File: config.mk
export PLATFORM = sky130hd
export DESIGN_NAME = lrcc_isqrt
export DESIGN_NICKNAME = d
export VERILOG_FILES = /design/src/rtl/lidar_ray_circle_caster_unit_assert.svh /design/src/rtl/lrcc_pkg.sv /design/src/rtl/lrcc_isqrt.sv
export SDC_FILE = /design/constraint.sdc
export NUM_CORES = 1
export LEC_CHECK = 0
export BUFFER_PORTS_ARGS = -buffer_cell sky130_fd_sc_hd__buf_2
export CAP_MARGIN = 10
export CORE_MARGIN = 3
export CORE_UTILIZATION = 58
export CTS_CLUSTER_DIAMETER = 100
export CTS_CLUSTER_SIZE = 12
export DETAILED_ROUTE_END_ITERATION = 7
export PLACE_DENSITY = 0.83
export SLEW_MARGIN = 10
export SYNTH_ARGS = -nofsm -noshare
export SYNTH_HDL_FRONTEND = slang
export SYNTH_SLANG_ARGS = --single-unit
File: constraint.sdc
create_clock -name clk -period 3.1 [get_ports clk]
set_clock_uncertainty 0.15 [all_clocks]
set_input_delay 0.465 -clock clk [delete_from_list [all_inputs] [get_ports clk]]
set_output_delay 0.465 -clock clk [all_outputs]
set_load 0.005 [all_outputs]
File: src/rtl/lidar_ray_circle_caster_unit_assert.svh
// ---------------------------------------------------------------------------
// Assertion macros for the lidar ray caster
// Clocked on clk, disabled while arst_n is low.
// ---------------------------------------------------------------------------
`ifndef LIDAR_RAY_CIRCLE_CASTER_UNIT_ASSERT_SVH
`define LIDAR_RAY_CIRCLE_CASTER_UNIT_ASSERT_SVH

// same-cycle implication
`define LRCC_ASSERT_IMP(lbl, ante, cons, msg) \
	lbl: assert property (@(posedge clk) disable iff (!arst_n) (ante) |-> (cons)) \
		else $error(msg);

// next-cycle implication
`define LRCC_ASSERT_NXT(lbl, ante, cons, msg) \
	lbl: assert property (@(posedge clk) disable iff (!arst_n) (ante) |=> (cons)) \
		else $error(msg);

`endif

File: src/rtl/lrcc_pkg.sv
// ---------------------------------------------------------------------------
// lrcc_pkg
// Types, constants and tables shared by the lidar ray caster modules.
// ---------------------------------------------------------------------------
`default_nettype none
package lrcc_pkg;

	localparam int MAX_OBSTACLES_DEF = 64;

	localparam int COORD_W  = 24;
	localparam int RADIUS_W = 23;
	localparam int ANGLE_W  = 16;
	localparam int IDX_W    = 10;
	localparam int NRAYS_W  = 11;
	localparam int DIST_W   = 24;

	// serial divider
	localparam int DIV_W  = 26;
	localparam int DCNT_W = 5;

	// square root: 54-bit radicand, 27-bit root
	localparam int RAD_W  = 54;
	localparam int ROOT_W = 27;
	localparam int SCNT_W = 5;

	// cordic
	localparam int CORDIC_STEPS = 16;
	localparam int CS_W   = 20;
	localparam int Z_W    = 33;
	localparam logic signed [CS_W-1:0] CORDIC_X0 = 20'sd39797;

	// shared multiplier
	localparam int MUL_W  = 28;
	localparam int PROD_W = 2 * MUL_W;

	localparam logic [14:0] DEG_SCALE   = 15'd23040;
	localparam logic [3:0]  QUALITY_HIT = 4'd10;

	typedef enum logic [1:0] {
		MODE_CLEAR  = 2'd0,
		MODE_APPEND = 2'd1,
		MODE_CAST   = 2'd2,
		MODE_NONE   = 2'd3
	} mode_t;

	localparam logic REG_NUM_RAYS = 1'b0;
	localparam logic REG_MAX_DIST = 1'b1;

	typedef enum logic [4:0] {
		ST_IDLE,
		ST_DIV_MOD,
		ST_DIV_OFF,
		ST_DIV_ANG,
		ST_MD2,
		ST_MD2W,
		ST_OB_RD,
		ST_OB_LD,
		ST_OB_M1,
		ST_OB_M2,
		ST_OB_M3,
		ST_OB_M4,
		ST_OB_M5,
		ST_OB_M6,
		ST_OB_M7,
		ST_OB_M8,
		ST_OB_CHK,
		ST_OB_SQ,
		ST_OUT
	} state_t;

	typedef struct packed {
		logic              start;
		logic [DIV_W-1:0]  dividend;
		logic [NRAYS_W-1:0] divisor;
	} div_req_t;

	typedef struct packed {
		logic               done;
		logic [DIV_W-1:0]   quot;
		logic [NRAYS_W-1:0] rem;
	} div_rsp_t;

	typedef struct packed {
		logic             start;
		logic [RAD_W-1:0] radicand;
	} sqrt_req_t;

	typedef struct packed {
		logic              done;
		logic [ROOT_W-1:0] root;
	} sqrt_rsp_t;

	typedef struct packed {
		logic               start;
		logic [ANGLE_W-1:0] angle;
	} cordic_req_t;

	typedef struct packed {
		logic                   done;
		logic signed [CS_W-1:0] cs;
		logic signed [CS_W-1:0] sn;
	} cordic_rsp_t;

	// atan(2^-i) in units of 2^32 per turn
	function automatic logic signed [Z_W-1:0] atan_turn(input logic [3:0] i);
		logic signed [Z_W-1:0] v;
		unique case (i)
			4'd0:  v = 33'sd536870912;
			4'd1:  v = 33'sd316933406;
			4'd2:  v = 33'sd167458907;
			4'd3:  v = 33'sd85004756;
			4'd4:  v = 33'sd42667331;
			4'd5:  v = 33'sd21354465;
			4'd6:  v = 33'sd10679838;
			4'd7:  v = 33'sd5340245;
			4'd8:  v = 33'sd2670163;
			4'd9:  v = 33'sd1335087;
			4'd10: v = 33'sd667544;
			4'd11: v = 33'sd333772;
			4'd12: v = 33'sd166886;
			4'd13: v = 33'sd83443;
			4'd14: v = 33'sd41722;
			4'd15: v = 33'sd20861;
			default: v = '0;
		endcase
		return v;
	endfunction

endpackage
`default_nettype wire

File: src/rtl/lrcc_isqrt.sv
// ---------------------------------------------------------------------------
// lrcc_isqrt
// Floor square root, one root bit (two radicand bits) per cycle.
// ---------------------------------------------------------------------------
`default_nettype none
module lrcc_isqrt (
	input  wire logic               clk,
	input  wire logic               arst_n,
	input  wire lrcc_pkg::sqrt_req_t req,
	output lrcc_pkg::sqrt_rsp_t     rsp
);
	import lrcc_pkg::*;

	localparam int REM_W = ROOT_W + 3;

	logic              busy_q;
	logic              done_q;
	logic [SCNT_W-1:0] cnt_q;
	logic [RAD_W-1:0]  rad_q;
	logic [ROOT_W-1:0] root_q;
	logic [REM_W-3:0]  rem_q;
	logic [REM_W-1:0]  rem_tr;
	logic [REM_W-1:0]  trial;
	logic              take;

	assign rem_tr = {rem_q, rad_q[RAD_W-1 -: 2]};
	assign trial  = {1'b0, root_q, 2'b01};
	assign take   = rem_tr >= trial;

	always_ff @(posedge clk or negedge arst_n) begin
		if (!arst_n) begin
			busy_q <= 1'b0;
			done_q <= 1'b0;
			cnt_q  <= '0;
		end else begin
			done_q <= 1'b0;
			if (req.start) begin
				busy_q <= 1'b1;
				cnt_q  <= '0;
			end else if (busy_q) begin
				cnt_q <= cnt_q + 1'b1;
				if (cnt_q == SCNT_W'(ROOT_W - 1)) begin
					busy_q <= 1'b0;
					done_q <= 1'b1;
				end
			end
		end
	end

	always_ff @(posedge clk) begin
		if (req.start) begin
			rad_q  <= req.radicand;
			root_q <= '0;
			rem_q  <= '0;
		end else if (busy_q) begin
			rad_q  <= {rad_q[RAD_W-3:0], 2'b00};
			root_q <= {root_q[ROOT_W-2:0], take};
			// remainder stays below 2*root+1, so the top bit drops out
			rem_q  <= take ? (REM_W-2)'(rem_tr - trial) : rem_tr[REM_W-3:0];
		end
	end

	assign rsp.done = done_q;
	assign rsp.root = root_q;

endmodule
`default_nettype wire

Yosys cells after proc, flatten, opt, wreduce, memory -nomap -nowiden --
Cells that the tools add are included.
Word-level totals: output and inout bits 28, logic and storage cells 22, flip-flop bits (word level) 116
Cells by class: magnitude comparators 1, reductions and logical operators 1, muxes and demuxes 11, add/sub/neg operators 2, equal/unequal tests 1
Operator list (count):
- 2-to-1 mux 54 bit | 2
- >= comparator 30 x 29 -> 1 bit | 1
- 2-to-1 mux 28 bit | 1
- subtractor 28 bit | 1
- 2-to-1 mux 5 bit | 2
- 2-to-1 mux 1 bit | 6
- adder 5 x 1 -> 5 bit, second input constant | 1
- == test 5 bit, second input constant | 1
- nonzero test 2 bit | 1

Depth between registers and ports, before layout --
Gate-level depths: netlist of run 1.
depth after elaboration 4, depth in mapped cells 13, mapped depth without buffers 10

Worst setup path after synthesis of run 1 --
OpenSTA, ideal clock, no wires.
path type reg-to-reg, start point reg root_q[13], end point reg rem_q[16], data arrival time 2.431 ns, clock period less this slack 2.703 ns, buffers on the path 1, stages on the path, launching flop included 11, path slack 0.397 ns, data required time 2.828 ns, cells stage by stage dfxtp_1 inv_1 ha_1 a21o_4 a31oi_4 o211ai_4 a2111oi_4 o21ai_2 a21o_2 buf_6 o311a_1
Between the ends: word-level cells in the longest chain between the ends 2
RTL lines:
- from (decl) | line lrcc_isqrt.sv:20 | logic [ROOT_W-1:0] root_q;
- from (signal assigned) | line lrcc_isqrt.sv:57 | root_q <= {root_q[ROOT_W-2:0], take};
- subtractor 28 bit / >= comparator 30 x 29 -> 1 bit (equally long branches) | line lrcc_isqrt.sv:59, lrcc_isqrt.sv:28
- 2-to-1 mux 28 bit * | line lrcc_isqrt.sv:59 | rem_q <= take ? (REM_W-2)'(rem_tr - trial) : rem_tr[REM_W-3:0];
- to (signal assigned) | line lrcc_isqrt.sv:59
- to (decl) | line lrcc_isqrt.sv:21 | logic [REM_W-3:0] rem_q;
Every way passes the cells marked *; elsewhere a longest branch is shown, timed or not. A chain may end at the register's enable or synchronous reset.

Worst setup path in the final report of run 1 --
start point reg root_q[13], end point reg rem_q[3]
Between the ends: word-level cells in the longest chain between the ends 2
RTL lines:
- >= comparator 30 x 29 -> 1 bit | line lrcc_isqrt.sv:28 | assign take = rem_tr >= trial;
- 2-to-1 mux 28 bit | line lrcc_isqrt.sv:59
No other way between the ends.

==> metrics, run 1 <==
Skew-Pair Late Insertion Delay 0.42 ns; global route overflow 0; wire per inst 16.6 um; crit share post-route 95.8%; slowest stage cell, crit path dfxtp_1; type of the worst setup path register to register; die area 12700 um^2; CTS tree yes; gr usage total 23.8%; WP data required 3.26 ns; share of layout cells above drive strength 1 30.0%; row count 38; area grow syn2layout 18.1%; critical path, cell by cell inv_1 -> ha_1 -> a21o_4 -> a31oi_4 -> o211ai_4 -> a2111oi_4 -> o21ai_2 -> a21oi_4 -> buf_6 -> nand2_1 -> a311oi_1; power per cell area 973 nW/um^2; Final Hold Fails 0; async set-reset flop share out of synthesis 6.03%; Die Ht 112 um; Sink Count 116; largest area contributor in the netlist edfxtp_1; initial core utilization 59.9%; crit-path max FO 8; ant diodes 0; post-route cell area 7770 um^2; largest net degree at the start of global routing 71; Final min period 2.97 ns; Top FF cell, synth dfxtp_1; unique cell type count in the Yosys netlist 66; synth warn 0; Max-slew headroom 43.0%; fin nets 804; syn_area_per_cell 10.3 um^2; total of max-cap violations 0; Min-Delay Path Class input pin to register; DRC viols 0; FF+latch count, synth 116; CP arrival 3.13 ns; Post-synth EDFFs 54; clock root cell clkbuf_16; number of DRC markers in iteration 0 307; sequential area share after synthesis 44.1%; initial antenna violation count 0; CTS buffer count 17; status finished, final reports clean; io pins 85; routed wire length 14.5 mm; number of global-route vias before repair 5197; total number of vias 5138; max-slew violations 0; Port Buf Inserts 84; CP Buf/Inv Count 2; startpoint type of the worst setup path register; first-pass GRT wire length 24.4 mm; H-tree depth 4; Die W 112 um; net count after synthesis 725; synthesized cell area 6580 um^2; # setup viols final 0; RSZ-0062 raised after global routing yes; drt pass-1 iters 5; crit path capture type register; area of the core 11000 um^2; Gate Count Post-Synth 637; Crit path max-delay family compound AO/OA/AOI/OAI gates; VDD IR-drop max 0.000666 V; total power 7.56 mW; Post-DP HPWL 9.80 mm; vias per cell 5.91; GPL Wtd Cong 0.911; Worst path max stage delay 0.36 ns; Reg clk slew, reported paths 0.06 ns; worst-margin pin slew 0.855 ns; Antenna Nets Post-Route 0; Synth area leaders edfxtp_1 (25%), dfxtp_1 (17%), mux2_2 (9.1%), ha_1 (5.9%), mux2i_1 (4.3%); Placement Cell Area 7080 um^2; Post-CTS Setup Bufs 0; FMAX 0.337 GHz; Max Root-Sink Buffers 2; Yosys top cell area share 24.7%; leakage 3.48 nW
==> timing repair <==
action	CTS	global route
hold buffers	1	0
gates resized for setup	0	9
endpoints found under the hold margin	7	0
setup endpoints to repair	0	26
==> metrics by stage <==
stage          utilization (%)  setup WS (ns)  cells  hold slack, ns  setup TNS [ns]
2_1_floorplan                -          0.397    637          0.0194               0
3_5_place_dp              64.5         0.0555    835           0.156               0
6_report                  70.8          0.130    869           0.190               0
3_3_place_gp              64.5          0.216    835           0.151               0
5_1_grt                   70.8        -0.0181    869           0.178         -0.0286
4_1_cts                   70.2        0.00702    868           0.169               0
==> cells in the final DEF (no fill, tap or decap), types with 13 or more instances in the layout <==
master,n
mux2_2,53
dfxtp_1,55
nor2_1,70
inv_1,39
ha_1,31
xor2_1,13
edfxtp_1,54
clkbuf_16,17
a21o_1,16
a21oi_1,18
mux2i_1,28
buf_2,83
nand2_1,47
==> cell families (layout without fill, tap and decap cells) <==
| family | after synthesis | in the layout | synth area share [%] |
|---|---|---|---|
| compound gates | 125 | 126 | 15.6 |
| xor+xnor | 24 | 24 | 3.20 |
| fa+ha+maj | 31 | 31 | 5.90 |
| buf+inv | 76 | 167 | 5.15 |
| flops | 116 | 116 | 44.1 |
| mux | 81 | 81 | 13.3 |
| simple gates | 184 | 184 | 12.8 |
==> flip-flops by register name (all words and copies together) (netlist names) <==
name,flops
done_q,1
cnt_q,5
root_q,27
busy_q,1
rem_q,28
rad_q,54
==> routing by layer <==
metal / share of wire (%) / global-route usage (%) / vias up / wire length, um
li1: - / - / 2469 / -
met1: 41 / 28.4 / 2456 / 5960
met2: 49 / 38.7 / 171 / 7110
met3: 7.1 / 8.52 / 42 / 1020
met4: 2.5 / 10.8 / 0 / 360
met5: 0 / 0 / - / 0
==> worst reg2reg max path, cell delays in order, from the launching register on <==
cell       delay, ns
dfxtp_1         0.36
inv_1           0.06
ha_1            0.36
a21o_4          0.27
a31oi_4         0.27
o211ai_4        0.12
a2111oi_4       0.34
o21ai_2         0.16
a21oi_4         0.22
buf_6           0.18
nand2_1         0.08
a311oi_1        0.32
==> power by group <==
group | switching [mW] | total [mW] | internal (mW) | leakage, nW
registers | 0.159 | 2.01 | 1.85 | 1.12
clock network | 0.770 | 2.05 | 1.28 | 0.294
logic | 1.95 | 3.50 | 1.55 | 2.07
total | 2.88 | 7.56 | 4.68 | 3.48
==> Yosys cell counts (all sizes together) (2+ instances only) <==
library cell and n:
o311ai 3, ha 31, nor2b 3, nor3 8, a31oi 6, dfrtp 7
dfxtp 55, nand2b 4, o31ai 4, o221ai 2, a21oi 21, a211o 4
nor2 70, clkbuf 25, mux2 53, a41oi 3, inv 39, mux2i 28
nor4 4, xor2 13, edfxtp 54, or3 2, o21a 2, xnor2 11
a211oi 4, buf 12, and2 4, a311oi 19, o211ai 5, nand2 58
o21ai 21, a21o 18, a221oi 2, and3 10, nand4 4, o21bai 3
nand3 12
==> final timing paths <==
path / depth (start not counted) / to / slack [ns] / from
max in group asynchronous: 2 / busy_q / 2.37 / arst_n
min in group asynchronous: 2 / done_q / 0.25 / arst_n
setup reg to reg: 11 / rem_q[3] / 0.13 / root_q[13]
hold reg to reg: 2 / rem_q[19] / 0.36 / rem_q[17]
setup / recovery: 11 / rem_q[3] / 0.13 / root_q[13]
hold / removal: 2 / rad_q[0] / 0.19 / req[0]
==> cell type report <==
class | count | area [um^2]
multi-input combinational | 446 | 3390
inverter | 39 | 146
clock buffer | 17 | 425
clock inverter | 15 | 194
tap | 140 | 175
fill | 769 | 3210
timing repair buffer | 96 | 536
sequential | 116 | 2900
Note: power is estimated with default switching activity, not from simulation.
==> run 2, diff against run 1 <==
--- a/config.mk
+++ b/config.mk
@@ -7,13 +7,14 @@
 export LEC_CHECK = 0
 export BUFFER_PORTS_ARGS = -buffer_cell sky130_fd_sc_hd__buf_2
 export CAP_MARGIN = 10
+export CELL_PAD_IN_SITES_DETAIL_PLACEMENT = 0
+export CELL_PAD_IN_SITES_GLOBAL_PLACEMENT = 1
 export CORE_MARGIN = 3
-export CORE_UTILIZATION = 58
+export CORE_UTILIZATION = 46
 export CTS_CLUSTER_DIAMETER = 100
 export CTS_CLUSTER_SIZE = 12
 export DETAILED_ROUTE_END_ITERATION = 7
-export PLACE_DENSITY = 0.83
-export SLEW_MARGIN = 10
+export PLACE_DENSITY = 0.84
 export SYNTH_ARGS = -nofsm -noshare
 export SYNTH_HDL_FRONTEND = slang
 export SYNTH_SLANG_ARGS = --single-unit
==> run 2 against run 1 <==
Against the previous run: critical path depth fell by 3; sequential power barely moved; worst setup slack improved by 0.044 ns; final cell count rose by 5.5%; critical path type unchanged; clock power fell by 8%.
==> metrics, run 2 (synthesis results as in run 1) <==
status finished, final reports clean; FMAX 0.342 GHz (+1.5%); CP arrival 3.09 ns (-0.04 ns); reg-to-reg critical path startpoint root_q[25]; Crit path max-delay family compound AO/OA/AOI/OAI gates; Min-Delay Path Class input pin to register; Max-slew headroom 55.3% (+12 points); max-slew violations 0 (unchanged); power per cell area 946 nW/um^2 (-2.8%); total of max-cap violations 0 (unchanged); max reg flops 54 (unchanged); Skew-Pair Late Insertion Delay 0.42 ns (about the same); Setup WS pre-CTS 0.0692 ns (+0.0138 ns); area of the core 13900 um^2 (+27%); Fin Setup TNS 0 ns (unchanged); Register-to-Register Path Depth 8 (-3); Core Util, Final 56.1% (-15 points); initial antenna violation count 0 (unchanged); Die Ht 126 um (+12%); largest net degree at the start of global routing 110 (+55%); NetSw 2.86 mW (-0.73%); Sw Ratio 38.7% (+0.60 points); total power 7.39 mW (-2.3%); Die W 126 um (+12%); Final Hold Fails 0 (unchanged); crit path from root_q[25]; ant diodes 0 (unchanged); leakage 3.48 nW (+0.18%); die area 15800 um^2 (+25%); DRC viols 0 (unchanged); Antenna Nets Post-Route 0 (unchanged); VDD IR-drop max 0.000520 V (-22%); number of global-route vias before repair 5052 (-2.8%); final worst slack 0.174 ns (+0.0445 ns); most common cell after layout, fill and taps aside buf_2; Clock Power Share 25.5% (-1.7 points); most frequent cells in the layout buf_2 (83), nor2_1 (70), dfxtp_1 (55); critical path depth in cells 8 (-3); global route overflow 0 (unchanged); CTS buffer count 17 (unchanged); Reg clk slew, reported paths 0.06 ns (about the same); Worst R2R End rem_q[18]; sequential fraction of design power 27.1% (+0.6 points); clock root cell clkbuf_16; GPL Wtd Cong 0.885 (-2.8%); CP endpoint rem_q[18]; hold_ws 0.183 ns (-0.00681 ns); fin nets 812 (+1.0%); CP Buf/Inv Count 1 (-1); number of DRC markers in iteration 0 252 (-18%); startpoint type of the worst setup path register; R2R Setup Slk 0.17 ns (+0.04 ns); Largest Register rad_q; io pins 85 (unchanged); row count 43 (+13%); Worst path max stage delay 0.59 ns (+0.23 ns); gr usage total 18.7% (-5.1 points); WP data required 3.26 ns (about the same); wire per inst 15.6 um (-6.1%); critical path, cell by cell inv_1 -> ha_1 -> nand3_1 -> or4_1 -> o311ai_4 -> a21o_4 -> o21ai_1 -> a311oi_1; type of the worst setup path register to register; # setup viols final 0 (unchanged); worst-margin pin slew 0.670 ns (-0.185 ns); Top Registers rad_q: 54 flops, rem_q: 28 flops, root_q: 27 flops; combinational power share 47.4% (+1.1 points); H-tree depth 4 (unchanged); share of layout cells above drive strength 1 30.4% (+0.35 points); Final min period 2.93 ns (-0.0445 ns); Pint 4.53 mW (-3.2%); drt pass-1 iters 5 (unchanged); total number of vias 4996 (-2.8%); crit-path max FO 26 (+18); vias per cell 5.45 (-7.9%); slowest stage cell, crit path or4_1; routed wire length 14.3 mm (-0.91%); Max Root-Sink Buffers 2 (unchanged); Sink Count 116 (unchanged); Post-DP HPWL 9.74 mm (-0.64%); crit share post-route 94.4% (-1.4 points); area grow syn2layout 18.8%; initial core utilization 47.2% (-13 points); CTS tree yes; crit path capture type register; first-pass GRT wire length 24.1 mm (-1.2%); Port Buf Inserts 84 (unchanged)
==> run 2: cell types whose count changed in the layout (fill, tap and decap cells not counted), sizes merged <==
cell | previous run | this run
buf | 95 | 104
bufinv | 3 | 1
a21o | 19 | 18
clkbuf | 17 | 18
clkinv | 2 | 3
==> run 2: per-stage QoR <==
stage | cell area (um^2) | std cells
floorplan | 6580 | 637
global placement | 7190 | 882
detailed placement | 7190 | 882
CTS | 7770 | 915
global route | 7810 | 917
finish | 7810 | 917
==> run 2: how the worst min path moves through the flow <==
| stage | depth (start not counted) | start | end |
|---|---|---|---|
| finish | 2 | req[1] | rad_q[1] |
| global route | 2 | req[1] | rad_q[1] |
| CTS | 2 | req[1] | rad_q[1] |
| detailed placement | 1 | arst_n | done_q |
| global placement | 1 | arst_n | done_q |
| floorplan | 0 | arst_n | busy_q |
==> run 2: final cells by class <==
type	count	area [um^2]
sequential	116	2900
multi-input combinational	445	3370
timing repair buffer	105	596
clock inverter	14	140
fill	1231	6120
tap	180	225
clock buffer	18	429
inverter	39	146
==> run 2: layer usage <==
metal / wire (um) / vias to the layer above / track usage, %
met1: 6460 / 2361 / 23.6
met4: 170 / 0 / 7.46
met3: 885 / 11 / 6.58
met5: 0 / - / 0
met2: 6800 / 136 / 29.5
li1: - / 2488 / -
==> run 2: power groups by stage <==
| stage | clock network [mW] | registers [mW] | logic [mW] |
|---|---|---|---|
| 6_report | 1.89 | 2.00 | 3.50 |
| 5_1_grt | 2.00 | 2.03 | 3.85 |
| 4_1_cts | 1.93 | 2.00 | 3.36 |
| 3_5_place_dp | 0 | 2.03 | 3.34 |
| 3_3_place_gp | 0 | 2.02 | 3.27 |
| 2_1_floorplan | 0 | 1.98 | 2.76 |
==> run 2: what timing repair did <==
item / 4_1_cts / 5_1_grt
buffers inserted: 0 / 2
hold buffers: 1 / 0
setup endpoints to repair: 0 / 26
hold endpoints to repair: 7 / 0
gates resized for setup: 0 / 5
